**src/hdl/pft_pkg.sv**
```systemverilog
// ----------------------------------------------------------------------------
// pft_pkg: shared types and constants of the polar frame transform
// Fixed widths of the CORDIC datapath, the arctangent table, the gain
// compensation constant and the configuration register indexes.
// ----------------------------------------------------------------------------
package pft_pkg;

	// Field widths
	localparam int RANGE_W    = 16;
	localparam int ANGLE_IN_W = 16;
	localparam int OUT_RNG_W  = 17;
	localparam int CFG_IDX_W  = 2;
	localparam int CFG_DATA_W = 16;

	// Datapath widths: coordinates carry FRAC_BITS fraction bits
	localparam int FRAC_BITS = 14;
	localparam int ROT_W     = 32;	// rotation chain x/y
	localparam int VEC_W     = 34;	// vectoring chain x/y, offset added
	localparam int ANGLE_W   = 32;	// 2^-32 turn units, wraps

	// Gain compensation: 1/K in Q30, rounded by adding half an LSB
	localparam int GAIN_W     = 30;
	localparam int GAIN_SHIFT = 30;
	localparam logic [GAIN_W-1:0] GAIN_INV = 30'd652032874;
	localparam logic [GAIN_SHIFT-1:0] GAIN_HALF = 30'd536870912;

	localparam logic [ANGLE_W-1:0] HALF_TURN = 32'h8000_0000;

	// atan(2^-i) in 2^-32 turn units
	localparam int ATAN_DEPTH = 24;
	localparam logic [ANGLE_W-1:0] ATAN_TAB [ATAN_DEPTH] = '{
		32'h2000_0000, 32'h12E4_051E, 32'h09FB_385B, 32'h0511_11D4,
		32'h028B_0D43, 32'h0145_D7E1, 32'h00A2_F61E, 32'h0051_7C55,
		32'h0028_BE53, 32'h0014_5F2F, 32'h000A_2F98, 32'h0005_17CC,
		32'h0002_8BE6, 32'h0001_45F3, 32'h0000_A2FA, 32'h0000_517D,
		32'h0000_28BE, 32'h0000_145F, 32'h0000_0A30, 32'h0000_0518,
		32'h0000_028C, 32'h0000_0146, 32'h0000_00A3, 32'h0000_0051
	};

	// Configuration register indexes
	localparam logic [CFG_IDX_W-1:0] REG_OFFSET_X = 2'd0;
	localparam logic [CFG_IDX_W-1:0] REG_OFFSET_Y = 2'd1;
	localparam logic [CFG_IDX_W-1:0] REG_YAW      = 2'd2;

	// Control that travels alongside each point through the pipeline
	typedef struct packed {
		logic valid;
		logic zero;	// vector was zero after the offset add
	} pft_side_t;

endpackage

```
**src/hdl/pft_cell.sv**
```systemverilog
// ----------------------------------------------------------------------------
// pft_cell: one CORDIC micro-rotation
// Rotates (x, y) by +/- atan(2^-IDX) and updates the angle accumulator.
// Rotation mode steers by the sign of z, vectoring mode by the sign of y.
// Results are registered and handed to the next cell every cycle.
// ----------------------------------------------------------------------------
module pft_cell
	import pft_pkg::*;
#(
	parameter int W      = 32,
	parameter int IDX    = 0,
	parameter bit VECTOR = 1'b0
) (
	input  logic                clk,
	input  logic                arst_n,
	input  pft_side_t           in_side,
	input  logic signed [W-1:0] in_x,
	input  logic signed [W-1:0] in_y,
	input  logic [ANGLE_W-1:0]  in_z,
	output pft_side_t           out_side,
	output logic signed [W-1:0] out_x,
	output logic signed [W-1:0] out_y,
	output logic [ANGLE_W-1:0]  out_z
);

	localparam logic [ANGLE_W-1:0] ATAN = ATAN_TAB[IDX];

	logic                ccw;
	logic signed [W-1:0] xs;
	logic signed [W-1:0] ys;
	logic signed [W-1:0] nx;
	logic signed [W-1:0] ny;
	logic [ANGLE_W-1:0]  nz;

	pft_side_t           side_q;
	logic signed [W-1:0] x_q;
	logic signed [W-1:0] y_q;
	logic [ANGLE_W-1:0]  z_q;

	// Pick the turn direction
	assign ccw = VECTOR ? in_y[W-1] : ~in_z[ANGLE_W-1];
	assign xs  = in_x >>> IDX;
	assign ys  = in_y >>> IDX;

	// Micro-rotation
	always_comb begin
		if (ccw) begin
			nx = in_x - ys;
			ny = in_y + xs;
			nz = in_z - ATAN;
		end else begin
			nx = in_x + ys;
			ny = in_y - xs;
			nz = in_z + ATAN;
		end
	end

	// Advance the control
	always_ff @(posedge clk or negedge arst_n) begin
		if (!arst_n) begin
			side_q <= '0;
		end else begin
			side_q <= in_side;
		end
	end

	// Advance the data
	always_ff @(posedge clk) begin
		x_q <= nx;
		y_q <= ny;
		z_q <= nz;
	end

	assign out_side = side_q;
	assign out_x    = x_q;
	assign out_y    = y_q;
	assign out_z    = z_q;

endmodule

```
**config.mk**
```make
export PLATFORM = sky130hd
export DESIGN_NAME = pft_cell
export DESIGN_NICKNAME = d
export VERILOG_FILES = /design/src/hdl/pft_pkg.sv /design/src/hdl/pft_cell.sv
export SDC_FILE = /design/constraint.sdc
export NUM_CORES = 1
export LEC_CHECK = 0
export BUFFER_PORTS_ARGS = -buffer_cell sky130_fd_sc_hd__clkbuf_2
export CORE_MARGIN = 3
export CORE_UTILIZATION = 58
export CTS_CLUSTER_SIZE = 40
export DETAILED_ROUTE_END_ITERATION = 8
export PLACE_DENSITY_LB_ADDON = 0.3
export SETUP_SLACK_MARGIN = 0.02
export SYNTH_ARGS = -nofsm -noshare
export SYNTH_HDL_FRONTEND = slang
export SYNTH_SLANG_ARGS = --single-unit
export TNS_END_PERCENT = 5
```
**constraint.sdc**
```tcl
create_clock -name clk -period 1.35 [get_ports clk]
set_clock_uncertainty 0.15 [all_clocks]
set_input_delay 0.27 -clock clk [delete_from_list [all_inputs] [get_ports clk]]
set_output_delay 0.27 -clock clk [all_outputs]
set_load 0.02 [all_outputs]
```
==> results of run 1 <==
## logic make-up after synthesis
family | count (synthesis) | share of synthesized area (%)
AO/OA/AOI/OAI | 306 | 25.65
AND/OR/NAND/NOR | 230 | 14.29
buffers and inverters | 139 | 7.447
adder cells (fa/ha/maj) | 105 | 17.83
flip-flops | 97 | 26.05
XOR/XNOR | 62 | 7.247
multiplexers | 11 | 1.486
## metrics by stage
stage / setup TNS [ps] / instances / utilization (%)
global placement: -81830 / 1591 / 89.75
floorplan: -56290 / 950 / -
detailed placement: -86460 / 1591 / 89.75
==> results.yml, run 1 <==
run_status:
  status: "aborted with a tool error"
  stop_stage: "clock tree synthesis"
  tool.error: "[ERROR DPL-0033] detailed placement checks failed during check placement."
yosys:
  ys_ff_latch: 97
  synth_area_leaders: "dfxtp_1, ha_1, a21oi_1"
  postSynthAreaPerCell_sq_um: 7.888
  syn_inst: 950
  yosys.area.top_type: "dfxtp_1"
  yosysUniqueCellTypes: 68
  synth_most_common_cell: "a21oi_1"
  yosysWarnings: 0
  yosys.area.top_type_share_pct: 25.38
  synth_nets: 1155
  synth_top_flop_cell: "dfxtp_1"
  synth-seq-area-share_pct: 26.05
  synth_area_sq_um: 7493
  synth_edf_count: 0
  netlist_top_cells_count: "a21oi_1, ha_1, dfxtp_1, nor2_1, inv_1"
  ys_async_sr_fraction_pct: 2.062
floorplanning:
  row_count: 40
  ios: 198
  start_util_pct: 60.86
  die_w_microns: 119.7
  die_h_microns: 119.7
clocking:
  cts-root-buf: "clkbuf_16"
  numCtsBuffers: 9
  clkSinkCount: 97
  ctsResizeCount: 119
  clk_path_buf_depth: 2
  cts_setup_buffers: 11
  htreeDepth: 3
  cts_hold_buf: 32
placement:
  dpl-instance-area_sq_um: 11050
  dp_hpwl_microns: 25160
  port_buffers: 197
  gp_congestion: 1.008
  place_worst_setup_slack_ps: -1980
==> run 2, diff against run 1 <==
--- a/config.mk
+++ b/config.mk
@@ -7,11 +7,9 @@
 export LEC_CHECK = 0
 export BUFFER_PORTS_ARGS = -buffer_cell sky130_fd_sc_hd__clkbuf_2
 export CORE_MARGIN = 3
-export CORE_UTILIZATION = 58
-export CTS_CLUSTER_SIZE = 40
+export CORE_UTILIZATION = 40
 export DETAILED_ROUTE_END_ITERATION = 8
-export PLACE_DENSITY_LB_ADDON = 0.3
-export SETUP_SLACK_MARGIN = 0.02
+export PLACE_DENSITY_LB_ADDON = 0.15
 export SYNTH_ARGS = -nofsm -noshare
 export SYNTH_HDL_FRONTEND = slang
 export SYNTH_SLANG_ARGS = --single-unit
==> results.yml, run 2 <==
run_status:
  status: "finished, violations left"
  violations: "negative setup slack"
global_route:
  grt_use_total_pct: 27.97
  antenna_found_initial: 0
  grt_overflow: 0
  grt_max_degree: 31
  grt_pass1_vias: 8771
  grt_pass1_wl_microns: 45460
finish:
  syn2layout_area_growth_pct: 66.84
  diodes: 0
  final_common_cell: "buf_4"
  fin_cells: 1723
  drive_above_1_share_pct: 44.98
  final_nets: 1694
  layout_common_cells: "buf_4, clkbuf_2, a21oi_1, dfxtp_1, nor2_1"
yosys:
  synth_area_sq_um: 7493
  postSynthAreaPerCell_sq_um: 7.888
  synth_top_flop_cell: "dfxtp_1"
  yosysUniqueCellTypes: 68
  synth_most_common_cell: "a21oi_1"
  yosysWarnings: 0
  synth_nets: 1155
  synth_area_leaders: "dfxtp_1, ha_1, a21oi_1"
  ys_async_sr_fraction_pct: 2.062
  netlist_top_cells_count: "a21oi_1, ha_1, dfxtp_1, nor2_1, inv_1"
  yosys.area.top_type: "dfxtp_1"
  synth-seq-area-share_pct: 26.05
  syn_inst: 950
  ys_ff_latch: 97
  yosys.area.top_type_share_pct: 25.38
  synth_edf_count: 0
timing:
  period_needed_ps: 2690
  tns_ps: -53240
  setup_violations: 58
  rsz0062_at_grt: "yes"
  fmax_mhz: 371.7
  slew_viol_final: 0
  setup_slack_ps: -1340
  hold_viol: 0
  worstMarginPinSlew_ps: 637.0
  finalCritPeriodShare_pct: 199.3
  relSlewSlack_pct: 57.08
critical_path:
  slowest_stage: "a2111oi_4"
  path_buf_inv: 1
  cp_max_fo: 4
  endpoint_kind: "flip-flop"
  cp.depth: 12
  critPathLaunchType: "input port"
  cp_slowest_stage_delay_ps: 370
  cp_top_family: "compound AO/OA/AOI/OAI gates"
  crit_type: "in -> reg"
  cp.arrival_ps: 2780
  path_cells: "buf_8 > ha_4 > fa_2 > nor2b_4 > o311ai_4 > a211oi_2 > a21oi_2 > nor2_2 > a211o_1 > a2111oi_4 > o211ai_1 > xnor2_1"
  crit_required_ps: 1440
  critPathLaunch: "in_x[0]"
hold_path:
  holdPathStages: 2
  min_from: "in_z[30]"
  worstHoldPathType: "in -> reg"
placement:
  dp_hpwl_microns: 23550
  gp_congestion: 0.9353
  port_buffers: 197
  place_worst_setup_slack_ps: -1827
  dp_cells: 1665
drt:
  vias_per_cell: 5.122
  wl_per_cell_microns: 17.13
  drt-pass1-iter-count: 6
  drt-total-wl_microns: 29520
  postRouteAntennaNets: 0
  drc: 0
  vias: 8825
  drtIter0Drc: 429
floorplanning:
  row_count: 49
  die_area_sq_um: 20410
  coreArea_sq_um: 18210
  start_util_pct: 41.15
  die_w_microns: 142.9
  die_h_microns: 142.9
  ios: 198
power:
  leakage_nw: 6.252
  power.total_mw: 12.28
  powerDensity_nw_per_um2: 982.6
  ir_worst_vdd_v: 0.0006415
clocking:
  cts_tree: "yes"
  htreeDepth: 3
  clkSinkCount: 97
  clk_path_buf_depth: 2
  numCtsBuffers: 9
  cts-root-buf: "clkbuf_16"
  clk_pin_slew_ps: 70
run:
  drv_cap: 0
==> run 2: cell counts after synthesis <==
Identical to the previous run, type by type.
==> run 2: layout make-up <==
class / instances / area, sq um
fill: 1534 / 5707
multi-input combinational: 714 / 5588
timing repair buffer: 570 / 3958
sequential: 97 / 1956
inverter: 97 / 380.4
tap: 229 / 286.5
clock buffer: 9 / 225.2
clock inverter: 7 / 108.9
==> run 2: cell families (layout without fill, tap and decap cells) <==
| group | Yosys count | after routing | synth area share [%] |
|---|---|---|---|
| AOI/OAI and AO/OA | 306 | 306 | 25.65 |
| and+or+nand+nor | 230 | 230 | 14.29 |
| buffers and inverters | 139 | 683 | 7.447 |
| adders and majority gates | 105 | 105 | 17.83 |
| DFF | 97 | 97 | 26.05 |
| xor gates and xnor gates | 62 | 62 | 7.247 |
| muxes | 11 | 11 | 1.486 |
==> run 2: what timing repair did <==
action / 4_1_cts / 5_1_grt
hold endpoints to repair: 34 / 0
hold buffers: 33 / 0
pin swaps: 30 / 19
setup endpoints to repair: 63 / 61
setup buffers: 6 / 4
gates resized for setup: 87 / 62
cloned: 0 / 0
==> run 2: per-layer routing <==
metal / vias up / wire length (microns) / track usage (%)
li1: 4372 / - / -
met1: 4099 / 13150 / 36.01
met2: 302 / 14030 / 48.17
met3: 52 / 1623 / 4.354
met4: 0 / 718 / 8.554
met5: - / 0 / 0
==> run 2: path summary, 6_finish.rpt <==
path / to
worst min-delay path: out_z[30]
min in group asynchronous: out_side[0]
max in group asynchronous: out_side[1]
worst max-delay path: out_x[30]
==> run 2: per-stage QoR <==
stage	instance area (sq um)	util (%)	hold slack, ps
5_1_grt	12500	68.66	62.60
3_3_place_gp	11210	61.57	-93.12
6_report	12500	68.66	38.28
2_1_floorplan	7629	-	-175.6
4_1_cts	12270	67.37	34.88
3_5_place_dp	11210	61.57	-92.34
==> run 2: report_power, final <==
part | switching (mW) | leakage, nW | internal (mW)
registers | 0.161 | 0.825 | 3.38
logic | 3.17 | 5.26 | 2.62
clock network | 1.28 | 0.164 | 1.67
total | 4.62 | 6.25 | 7.67
No activity file was read; power rests on OpenSTA's default activity.
